[src/hw/rtl/multi_queue_shared_buffer_assert.svh]
// ----------------------------------------------------------------------------
// Assertion macros for the multi-queue shared buffer
// Define ASSERT_OFF to compile every check to nothing.
// ----------------------------------------------------------------------------
`ifndef MULTI_QUEUE_SHARED_BUFFER_ASSERT_SVH
`define MULTI_QUEUE_SHARED_BUFFER_ASSERT_SVH

`ifndef ASSERT_OFF

// same-cycle implication
`define MQSB_ASSERT_IMP(lbl, clk, rst_n, pre, post, msg) \
	lbl: assert property (@(posedge clk) disable iff (!rst_n) (pre) |-> (post)) \
		else $error(msg);

// next-cycle implication
`define MQSB_ASSERT_NEXT(lbl, clk, rst_n, pre, post, msg) \
	lbl: assert property (@(posedge clk) disable iff (!rst_n) (pre) |=> (post)) \
		else $error(msg);

`else

`define MQSB_ASSERT_IMP(lbl, clk, rst_n, pre, post, msg)
`define MQSB_ASSERT_NEXT(lbl, clk, rst_n, pre, post, msg)

`endif

`endif

[src/hw/rtl/mqsb_pkg.sv]
// ----------------------------------------------------------------------------
// mqsb_pkg
// Shared types and codes of the multi-queue shared buffer.
// ----------------------------------------------------------------------------
package mqsb_pkg;

	localparam logic CMD_ENQ = 1'b0;
	localparam logic CMD_DEQ = 1'b1;

	typedef enum logic [1:0] {
		STATUS_OK       = 2'd0,
		STATUS_OVERFLOW = 2'd1,
		STATUS_EMPTY    = 2'd2
	} status_t;

	// controller to datapath
	typedef struct packed {
		logic accept;
		logic fetch;
		logic commit;
	} mqsb_ctl_t;

	// datapath to controller
	typedef struct packed {
		logic is_deq;
		logic out_free;
	} mqsb_sts_t;

endpackage

[src/hw/rtl/mqsb_if.sv]
// ----------------------------------------------------------------------------
// mqsb_if
// Valid/ready channels for commands and responses.
// ----------------------------------------------------------------------------
interface mqsb_req_if;
	logic               valid;
	logic               ready;
	logic               cmd;
	logic        [2:0]  queue_id;
	logic signed [31:0] push_data;

	modport source (output valid, output cmd, output queue_id, output push_data,
		input ready);
	modport sink (input valid, input cmd, input queue_id, input push_data,
		output ready);
endinterface

interface mqsb_rsp_if;
	logic               valid;
	logic               ready;
	logic        [1:0]  status;
	logic signed [31:0] pop_data;

	modport source (output valid, output status, output pop_data, input ready);
	modport sink (input valid, input status, input pop_data, output ready);
endinterface

[src/hw/rtl/multi_queue_shared_buffer.sv]
// An enqueue is accepted, looks up its pointers and commits; a dequeue also
// fetches its head slot first. The steps follow the registered reads of the
// pointer and link stores done one after another; a commit waits for a free
// response register. A new command is taken while the previous response waits
// in its register. Reset clears the free list pointer, the fill mark and the
// queue valid bits at once; the slot and link stores need no clearing pass.
// ----------------------------------------------------------------------------
// multi_queue_shared_buffer
// FIFO queues sharing one slot store through linked lists and a free list.
// ----------------------------------------------------------------------------
`include "multi_queue_shared_buffer_assert.svh"

module multi_queue_shared_buffer
	import mqsb_pkg::*;
#(
	parameter int SLOTS  = 64,
	parameter int QUEUES = 8
) (
	input logic        clk,
	input logic        arst_n,
	mqsb_req_if.sink   req,
	mqsb_rsp_if.source rsp
);

	mqsb_ctl_t ctl;
	mqsb_sts_t sts;

	logic req_xfer;
	logic rsp_fail;
	logic deq_xfer;

	mqsb_ctrl u_ctrl (
		.clk      (clk),
		.arst_n   (arst_n),
		.in_valid (req.valid),
		.in_ready (req.ready),
		.sts      (sts),
		.ctl      (ctl)
	);

	mqsb_datapath #(
		.SLOTS  (SLOTS),
		.QUEUES (QUEUES)
	) u_datapath (
		.clk       (clk),
		.arst_n    (arst_n),
		.ctl       (ctl),
		.sts       (sts),
		.cmd       (req.cmd),
		.queue_id  (req.queue_id),
		.push_data (req.push_data),
		.out_valid (rsp.valid),
		.out_ready (rsp.ready),
		.status    (rsp.status),
		.pop_data  (rsp.pop_data)
	);

	assign req_xfer = req.valid && req.ready;
	assign rsp_fail = rsp.valid && (rsp.status != STATUS_OK);
	assign deq_xfer = ctl.accept && (req.cmd == CMD_DEQ);

	// one command in flight at a time
	`MQSB_ASSERT_NEXT(a_one_in_flight, clk, arst_n, req_xfer, !req.ready, "taken while busy")

	// failed operations return no data
	`MQSB_ASSERT_IMP(a_fail_zero, clk, arst_n, rsp_fail, rsp.pop_data == '0, "data on failure")

	// a dequeue cannot commit before its head slot is fetched
	`MQSB_ASSERT_NEXT(a_deq_fetch, clk, arst_n, deq_xfer, !ctl.commit, "dequeue skipped fetch")

endmodule

[src/hw/rtl/mqsb_ctrl.sv]
// ----------------------------------------------------------------------------
// mqsb_ctrl
// Sequencer: accept, look up pointers, fetch the head slot on a dequeue, commit.
// ----------------------------------------------------------------------------
module mqsb_ctrl
	import mqsb_pkg::*;
(
	input  logic      clk,
	input  logic      arst_n,
	input  logic      in_valid,
	output logic      in_ready,
	input  mqsb_sts_t sts,
	output mqsb_ctl_t ctl
);

	typedef enum logic [1:0] {
		S_IDLE,
		S_LOOKUP,
		S_FETCH,
		S_HOLD
	} state_t;

	state_t state_q;
	state_t state_d;

	always_comb begin
		ctl     = '0;
		state_d = state_q;
		case (state_q)
			S_IDLE: begin
				ctl.accept = in_valid;
				if (in_valid)
					state_d = S_LOOKUP;
			end
			S_LOOKUP: begin
				// dequeue needs the head slot's link and data first
				if (sts.is_deq) begin
					ctl.fetch = 1'b1;
					state_d   = S_FETCH;
				end else begin
					ctl.commit = sts.out_free;
					state_d    = sts.out_free ? S_IDLE : S_HOLD;
				end
			end
			S_FETCH, S_HOLD: begin
				ctl.commit = sts.out_free;
				state_d    = sts.out_free ? S_IDLE : S_HOLD;
			end
			default: state_d = S_IDLE;
		endcase
	end

	always_ff @(posedge clk or negedge arst_n) begin
		if (!arst_n)
			state_q <= S_IDLE;
		else
			state_q <= state_d;
	end

	assign in_ready = (state_q == S_IDLE);

endmodule

[src/hw/rtl/mqsb_datapath.sv]
// ----------------------------------------------------------------------------
// mqsb_datapath
// Slot, link and pointer stores, free list and response register.
// ----------------------------------------------------------------------------
module mqsb_datapath
	import mqsb_pkg::*;
#(
	parameter int SLOTS  = 64,
	parameter int QUEUES = 8
) (
	input  logic               clk,
	input  logic               arst_n,
	input  mqsb_ctl_t          ctl,
	output mqsb_sts_t          sts,
	input  logic               cmd,
	input  logic        [2:0]  queue_id,
	input  logic signed [31:0] push_data,
	output logic               out_valid,
	input  logic               out_ready,
	output logic        [1:0]  status,
	output logic signed [31:0] pop_data
);

	localparam int PW   = $clog2(SLOTS + 1);
	localparam int SW   = $clog2(SLOTS);
	localparam int QW   = (QUEUES > 1) ? $clog2(QUEUES) : 1;
	localparam int QCMP = 9;
	localparam logic [PW-1:0] NULL_PTR = PW'(SLOTS);

	logic signed [31:0] data_mem [SLOTS];
	logic [PW-1:0]      link_mem [SLOTS];
	logic [PW-1:0]      head_mem [QUEUES];
	logic [PW-1:0]      tail_mem [QUEUES];

	// control state
	logic [PW-1:0]     free_head_q;
	logic [PW-1:0]     fill_q;
	logic [QUEUES-1:0] nonempty_q;
	logic              out_valid_q;

	// operation registers
	logic               cmd_q;
	logic [QW-1:0]      qidx_q;
	logic               ne_q;
	logic               qok_q;
	logic               fresh_q;
	logic signed [31:0] data_q;
	logic [PW-1:0]      head_rd_q;
	logic [PW-1:0]      tail_rd_q;
	logic [PW-1:0]      link_rd_q;
	logic signed [31:0] data_rd_q;
	status_t            out_status_q;
	logic signed [31:0] out_pop_q;

	logic [QW-1:0] qidx_in;
	logic          qok_in;
	logic [SW-1:0] link_raddr;
	logic          enq_ok;
	logic          deq_ok;
	logic          last;
	logic          out_free;
	status_t       status_d;

	assign qidx_in = QW'(queue_id);
	assign qok_in  = QCMP'(queue_id) < QCMP'(QUEUES);

	assign enq_ok   = (cmd_q == CMD_ENQ) && qok_q && (free_head_q != NULL_PTR);
	assign deq_ok   = (cmd_q == CMD_DEQ) && ne_q;
	assign last     = (head_rd_q == tail_rd_q);
	assign out_free = !out_valid_q || out_ready;

	always_comb begin
		if (cmd_q == CMD_DEQ)
			status_d = deq_ok ? STATUS_OK : STATUS_EMPTY;
		else
			status_d = enq_ok ? STATUS_OK : STATUS_OVERFLOW;
	end

	assign sts.is_deq   = (cmd_q == CMD_DEQ);
	assign sts.out_free = out_free;

	// latch the operation on transfer
	always_ff @(posedge clk) begin
		if (ctl.accept) begin
			cmd_q   <= cmd;
			qidx_q  <= qidx_in;
			qok_q   <= qok_in;
			ne_q    <= qok_in && nonempty_q[qidx_in];
			data_q  <= push_data;
			fresh_q <= (free_head_q >= fill_q);
		end
	end

	// queue pointer stores
	always_ff @(posedge clk) begin
		if (ctl.accept)
			head_rd_q <= head_mem[qidx_in];
		if (ctl.commit && enq_ok && !ne_q)
			head_mem[qidx_q] <= free_head_q;
		else if (ctl.commit && deq_ok && !last)
			head_mem[qidx_q] <= link_rd_q;
	end

	always_ff @(posedge clk) begin
		if (ctl.accept)
			tail_rd_q <= tail_mem[qidx_in];
		if (ctl.commit && enq_ok)
			tail_mem[qidx_q] <= free_head_q;
	end

	// link store: free slot on transfer, head slot on fetch
	assign link_raddr = ctl.fetch ? head_rd_q[SW-1:0] : free_head_q[SW-1:0];

	always_ff @(posedge clk) begin
		if (ctl.accept || ctl.fetch)
			link_rd_q <= link_mem[link_raddr];
		// enqueue links behind the old tail, dequeue links onto the free list
		if (ctl.commit && enq_ok && ne_q)
			link_mem[tail_rd_q[SW-1:0]] <= free_head_q;
		else if (ctl.commit && deq_ok)
			link_mem[head_rd_q[SW-1:0]] <= free_head_q;
	end

	always_ff @(posedge clk) begin
		if (ctl.fetch)
			data_rd_q <= data_mem[head_rd_q[SW-1:0]];
		if (ctl.commit && enq_ok)
			data_mem[free_head_q[SW-1:0]] <= data_q;
	end

	// free list; slots at or above the fill mark have never been used, and the
	// free head steps to the next slot up instead of reading their link
	always_ff @(posedge clk or negedge arst_n) begin
		if (!arst_n) begin
			free_head_q <= '0;
			fill_q      <= '0;
			nonempty_q  <= '0;
		end else if (ctl.commit) begin
			if (enq_ok) begin
				nonempty_q[qidx_q] <= 1'b1;
				if (fresh_q) begin
					free_head_q <= free_head_q + PW'(1);
					fill_q      <= fill_q + PW'(1);
				end else begin
					free_head_q <= link_rd_q;
				end
			end else if (deq_ok) begin
				free_head_q <= head_rd_q;
				if (last)
					nonempty_q[qidx_q] <= 1'b0;
			end
		end
	end

	// response register
	always_ff @(posedge clk or negedge arst_n) begin
		if (!arst_n)
			out_valid_q <= 1'b0;
		else if (ctl.commit)
			out_valid_q <= 1'b1;
		else if (out_ready)
			out_valid_q <= 1'b0;
	end

	always_ff @(posedge clk) begin
		if (ctl.commit) begin
			out_status_q <= status_d;
			out_pop_q    <= deq_ok ? data_rd_q : 32'sd0;
		end
	end

	assign out_valid = out_valid_q;
	assign status    = out_status_q;
	assign pop_data  = out_pop_q;

endmodule

[src/flat_wrapper.sv]
// flat-port wrapper written by rule: the top's interface ports become plain ports
module multi_queue_shared_buffer_flat import mqsb_pkg::*;
#(
	parameter int SLOTS  = 64,
	parameter int QUEUES = 8
)
  (clk, arst_n, req_valid, req_cmd, req_queue_id, req_push_data, req_ready, rsp_valid, rsp_status, rsp_pop_data, rsp_ready);
  mqsb_req_if req_i ();
  mqsb_rsp_if rsp_i ();
  input logic clk;
  input logic arst_n;
  input wire logic [$bits(req_i.valid)-1:0] req_valid;
  input wire logic [$bits(req_i.cmd)-1:0] req_cmd;
  input wire logic [$bits(req_i.queue_id)-1:0] req_queue_id;
  input wire logic [$bits(req_i.push_data)-1:0] req_push_data;
  output wire logic [$bits(req_i.ready)-1:0] req_ready;
  output wire logic [$bits(rsp_i.valid)-1:0] rsp_valid;
  output wire logic [$bits(rsp_i.status)-1:0] rsp_status;
  output wire logic [$bits(rsp_i.pop_data)-1:0] rsp_pop_data;
  input wire logic [$bits(rsp_i.ready)-1:0] rsp_ready;
  assign req_i.valid = req_valid;
  assign req_i.cmd = req_cmd;
  assign req_i.queue_id = req_queue_id;
  assign req_i.push_data = req_push_data;
  assign req_ready = req_i.ready;
  assign rsp_valid = rsp_i.valid;
  assign rsp_status = rsp_i.status;
  assign rsp_pop_data = rsp_i.pop_data;
  assign rsp_i.ready = rsp_ready;
  multi_queue_shared_buffer #(.SLOTS(SLOTS), .QUEUES(QUEUES)) u_core (.clk(clk), .arst_n(arst_n), .req(req_i), .rsp(rsp_i));
endmodule
[config.mk]
export PLATFORM = sky130hd
export DESIGN_NAME = multi_queue_shared_buffer_flat
export DESIGN_NICKNAME = d
export VERILOG_FILES = /design/src/hw/rtl/mqsb_pkg.sv /design/src/hw/rtl/mqsb_if.sv /design/src/hw/rtl/multi_queue_shared_buffer.sv /design/src/hw/rtl/mqsb_ctrl.sv /design/src/hw/rtl/mqsb_datapath.sv /design/src/flat_wrapper.sv
export VERILOG_INCLUDE_DIRS = /design/src /design/src/hw/rtl
export SDC_FILE = /design/constraint.sdc
export NUM_CORES = 2
export LEC_CHECK = 0
export BUFFER_PORTS_ARGS = -buffer_cell sky130_fd_sc_hd__buf_2
export CAP_MARGIN = 40
export CORE_MARGIN = 2
export CORE_UTILIZATION = 45
export DETAILED_ROUTE_END_ITERATION = 8
export HOLD_SLACK_MARGIN = 0.03
export PLACE_DENSITY = 0.69
export SYNTH_ARGS = -nofsm -noshare
export SYNTH_HDL_FRONTEND = slang
export SYNTH_SLANG_ARGS = --single-unit
[constraint.sdc]
create_clock -name clk -period 5.5 [get_ports clk]
set_input_delay 1.65 -clock clk [delete_from_list [all_inputs] [get_ports clk]]
set_output_delay 1.65 -clock clk [all_outputs]
set_load 0.05 [all_outputs]
Yosys cells after proc, flatten, opt, wreduce, memory -nomap -nowiden --
Memory sizes are Yosys's and may differ from the RTL's. A register that Yosys moved wholly into a read port is not among the register bits. Index checks and enable logic that the tools add are counted. Widths: inputs -> output; s select.
Storage, ports and cells: output and inout port bits 36, bits in writable memories 2608, input bits 40, memories kept 4, logic and storage cells 96, register bits after elaboration 97
Cells by class: $add $sub $neg 2, equality and inequality tests 6, $lt $le $gt $ge 4, bitwise gates (word level) 5, reductions and logical operators 22, muxes and demuxes 41
Memory list:
- u_core.u_datapath.data_mem | depth 64, width 32, read ports 1, clocked after Yosys merged registers in 1, write ports 1, RTL line mqsb_datapath.sv:30 | logic signed [31:0] data_mem [SLOTS];
- u_core.u_datapath.link_mem | depth 64, width 7, read ports 1, clocked after Yosys merged registers in 1, write ports 1, RTL line mqsb_datapath.sv:31 | logic [PW-1:0] link_mem [SLOTS];
- u_core.u_datapath.head_mem | depth 8, width 7, read ports 1, clocked after Yosys merged registers in 1, write ports 1, RTL line mqsb_datapath.sv:32 | logic [PW-1:0] head_mem [QUEUES];
- u_core.u_datapath.tail_mem | depth 8, width 7, read ports 1, clocked after Yosys merged registers in 1, write ports 1, RTL line mqsb_datapath.sv:33 | logic [PW-1:0] tail_mem [QUEUES];
Operator list (number):
- $mux 7 | 5
- $mux 8 | 3
- $mux 1 | 22
- $add 7x1->7 const B | 2
- $mux 6 | 2
- $mux 2 | 5
- $and 8x8->8 | 1
- $logic_and 1x1->1 | 8
- $lt 3x4->1 const B | 2
- $not 8->8 | 1
- $or 8x8->8 | 1
- $eq 7x7->1 | 1
- $ge 7x7->1 | 1
- $ne 7x7->1 const B | 1
- $reduce_or 7->1 | 1
- $pmux 2 s3 | 1
- $reduce_and 3->1 | 2
- $reduce_bool 2->1 | 3
- $eq 2x2->1 const B | 2
- $bmux 1 s3 | 1
- $demux 1 s3 | 1
- $ge 3x1->1 const B | 1
- $logic_not 1->1 | 3
- $eq 2x1->1 const B | 1
- 8 further kinds | 9

Logic depth before layout (Yosys ltp) --
depth after elaboration 10, gate-level depth with buffers 12, mapped depth without buffers 9

By module --
A second synthesis with hierarchy kept.
Unflattened totals: cells, all modules 5435, area, all modules 109535.1 um^2
By module, submodules not included:
- mqsb_datapath | area an instance 109417.4 um^2, instances 1, cells each 5423, sequential area each 82644.3 um^2
- mqsb_ctrl | area an instance 117.6 um^2, instances 1, cells each 12, sequential area each 50.0 um^2

Least setup slack after synthesis --
OpenSTA, ideal clock, no wires.
path kind input-to-reg, from in rsp_ready, to mem u_core.u_datapath.data_mem[10][0] (enable), slack -0.600 ns, buffers on the path 1, setup time 0.421 ns, data arrival time 5.679 ns, data required time 5.079 ns, stages on the path 8, cell sequence nand2b_1 inv_1 nor2_1 nand2_1 clkbuf_1 nor2_1 nand3_1 nor2_1
RTL lines:
- from (decl) | RTL line flat_wrapper.sv:20 | input wire logic [$bits(rsp_i.ready)-1:0] rsp_ready;
- to (decl) | RTL line mqsb_datapath.sv:30

Worst setup path in the final report --
from reg u_core.u_ctrl.state_q[1], to reg u_core.u_datapath.link_rd_q[4], read port of u_core.u_datapath.link_mem (data pin)
On the way: longest elaborated chain between the ends 3, elaborated cells on any way between the ends 6, those cells by class eq/ne: 1; mux: 3; reduce/logical: 2
Ends and longest elaborated chain:
- from (decl) | RTL line mqsb_ctrl.sv:23 | state_t state_q;
- from (signal assigned) | RTL line mqsb_ctrl.sv:57 | state_q <= state_d;
- $eq 2x1->1 or $logic_not 2->1 (tied branches) | RTL line mqsb_ctrl.sv:29 | case (state_q)
- $mux 1 | RTL line mqsb_ctrl.sv:29
- $mux 6 or $logic_or 1x1->1 (tied branches) | RTL line mqsb_datapath.sv:112, mqsb_datapath.sv:115
- to (decl) | RTL line mqsb_datapath.sv:50 | logic [PW-1:0] link_rd_q;
Parallel ways exist; a longest one is shown, timed or not. A chain may end at the register's enable or synchronous reset.

==> out/metrics.yaml <==
logic_synthesis:
  syn-num-nets: 4931
  synth_top_area_share_pct: 77.3
  avgSynthCellArea_um2: 21.8
  synth_warnings: 0
  synth_top_area_cell: "edfxtp_1"
  ys.flop_type: "edfxtp_1"
  synth.distinct_cells: 51
  synth_edf_count: 2733
  synthTopCellsByArea: "edfxtp_1, mux4_2, mux2i_1"
  netlist_instances: 4881
  synth-seq-cells: 2758
  async_flop_share_pct: 0.906
  yosysSeqAreaShare_pct: 77.9
  syn_area_um2: 106000
clock_tree:
  root_buffer: "clkbuf_16"
  cts_tree: "built"
  clkLatencyLatePin_ps: 930
  h-tree-depth: 5
  post_cts_resized: 0
  postCtsSetupRepairBufs: 0
  cts_max_path_buffers: 4
  numCtsBuffers: 284
  clk_pin_slew_worst_paths_ps: 60
  hold_buffers: 0
  clkSinkCount: 2758
layout:
  nets: 5269
  final_cells: 8579
  final_cell_mix: "edfxtp_1, mux4_2, nand2_1, clkbuf_16, buf_4"
  area_growth_pct: 14.1
  fin_area_um2: 121000
  final_util_pct: 51.5
  drive_above_1_share_pct: 27.7
  final_common_cell: "edfxtp_1"
route:
  ant_nets: 0
  route.detailed.drc: 0
  dr_total_vias: 51559
  first_pass_iters: 7
  avgViaCountPerCell: 6.01
  drtIter0Drc: 7594
  routedWlPerCell_um: 30.2
  drt-total-wl_mm: 259
worst_setup_path:
  cp_slowest_stage_delay_ps: 700
  cp_slowest_cell: "a21oi_4"
  critical_path_buf_inv_count: 3
  reg2reg_depth: 10
  worst_ep_arrival_time_ps: 4870
  cp_max_fo: 30
  endpoint_kind: "flop"
  crit_required_ps: 6280
  path_class: "reg -> reg"
  r2r_setup_slack_ps: 1410
  crit_family: "buffers and inverters"
  path_cells: "nand3b_4 -> inv_2 -> nor2_1 -> a21oi_4 -> buf_4 -> buf_4 -> mux2i_1 -> o22ai_1 -> nor4_1 -> and4_1"
  start_kind: "flop"
  cpMostUsedCell: "buf_4"
  cp.depth: 10
placement:
  numPortBuffers: 75
  place_area_um2: 112000
  dp.final_hpwl_mm: 156
  dp.cells: 8083
  globalplace.congestion: 0.879
timing:
  rsz0062_at_grt: "no"
  max_slew_margin_pct: 33.1
  setup_tns_ps: 0
  finalSetupViolCount: 0
  fin_crit_sh_pct: 74.3
  skew_ps: 77.8
  slew_violations: 0
  final_hold_viol_count: 0
  fin_crit_ps: 4090
  tightest_slew_ps: 1000
  fmax_mhz: 245
pwr:
  p_per_area_nw_per_um2: 460
  cellLeakagePower_nw: 38.5
  irDropWorstVdd_v: 0.000316
floorplan:
  core_area_um2: 235000
  rows: 178
  start_util_pct: 45.2
  dieArea_um2: 240000
  die_height_um: 490
  io_pins: 76
  die_w_um: 490
global_routing:
  grt_max_degree: 103
  grt_antenna_before_repair: 15
  grt_pass1_vias: 50651
  grt_pass1_wl_mm: 370
  overflow: 0
  grt_usage_pct: 21.5
status:
  status: "complete, no violations"
hold_path:
  hp-class: "reg -> reg"
  hold_depth: 2
job:
  drv_cap: 0
[synthesized netlist by cell type, drive strengths merged, types with 17 or more instances]
master,instances
nand2,298
and3,36
o21ai,44
buf,136
a211oi,42
clkbuf,121
dfrtp,25
inv,17
mux2i,171
nor2,177
nand3,129
o22ai,17
mux4,674
nor2b,17
edfxtp,2733
a21oi,57
mux2,47
[layer usage]
metal / part of all wire, % / vias to the layer above / GRT usage, %
li1: - / 20972 / -
met1: 40 / 27296 / 31.1
met2: 47 / 2824 / 33.4
met3: 9.5 / 457 / 4.26
met4: 3.2 / 10 / 6.66
met5: 0.027 / - / 0
[worst reg2reg max path: cells and delay by family, from the launching register on]
| kind | cells | cell delay [ps] |
|---|---|---|
| AND/OR/NAND/NOR | 4 | 1000 |
| multiplexers | 1 | 430 |
| flip-flops | 1 | 450 |
| AO/OA/AOI/OAI | 2 | 950 |
| buffers and inverters | 3 | 1130 |
[stage by stage]
| stage | hold WS (ps) | power, mW | setup slack (ps) |
|---|---|---|---|
| floorplan | 468 | 32.9 | 11.7 |
| global route | 528 | 57.4 | 1190 |
| detailed placement | 496 | 37.6 | 998 |
| CTS | 509 | 56.0 | 1460 |
| finish | 502 | 55.7 | 1410 |
| global placement | 485 | 37.3 | 1000 |
[kinds of logic after synthesis]
group                    count (synthesis)  synth area share (%)
AO/OA/AOI/OAI                          209                  1.24
XOR/XNOR                                16                 0.132
multiplexers                           892                  16.4
AND/OR/NAND/NOR                        721                  3.02
buffers and inverters                  275                  1.21
adder cells (fa/ha/maj)                 10                 0.118
flip-flops                            2758                  77.9
[state kept, by name, summed over array words and instances (netlist names), 3 cells and up, named ones only]
signal / cells
u_core.u_datapath.data_rd_q: 32
u_core.u_datapath.fill_q: 7
u_core.u_datapath.data_mem: 2048
u_core.u_datapath.link_rd_q: 7
u_core.u_datapath.head_mem: 56
u_core.u_datapath.qidx_q: 3
u_core.u_datapath.pop_data: 32
u_core.u_datapath.tail_mem: 56
u_core.u_datapath.free_head_q: 7
u_core.u_datapath.head_rd_q: 7
u_core.u_datapath.link_mem: 448
u_core.u_datapath.data_q: 32
u_core.u_datapath.tail_rd_q: 7
[final timing paths]
check,start,to
setup / recovery,u_core.u_ctrl.state_q[1],u_core.u_datapath.link_rd_q[4]
hold / removal,flop,flop
setup reg to reg,u_core.u_ctrl.state_q[1],u_core.u_datapath.link_rd_q[4]
hold reg to reg,flop,flop
max in group asynchronous,arst_n,u_core.u_datapath.free_head_q[3]
min in group asynchronous,arst_n,u_core.u_datapath.out_valid
[layout make-up]
cell class / instances / area (um^2)
Fill cell: 17742 / 114000
Timing Repair Buffer: 309 / 2760
Inverter: 18 / 70.1
Clock inverter: 140 / 1310
Clock buffer: 347 / 7550
Tap cell: 3150 / 3940
Sequential cell: 2758 / 82700
Multi-Input combinational cell: 1848 / 22800
Antenna cell: 9 / 22.5
[power breakdown]
part / internal, mW / switching (mW)
clock: 10.9 / 7.72
sequential: 25.1 / 0.474
combinational: 3.84 / 7.67
No activity file was read; power rests on OpenSTA's default activity.
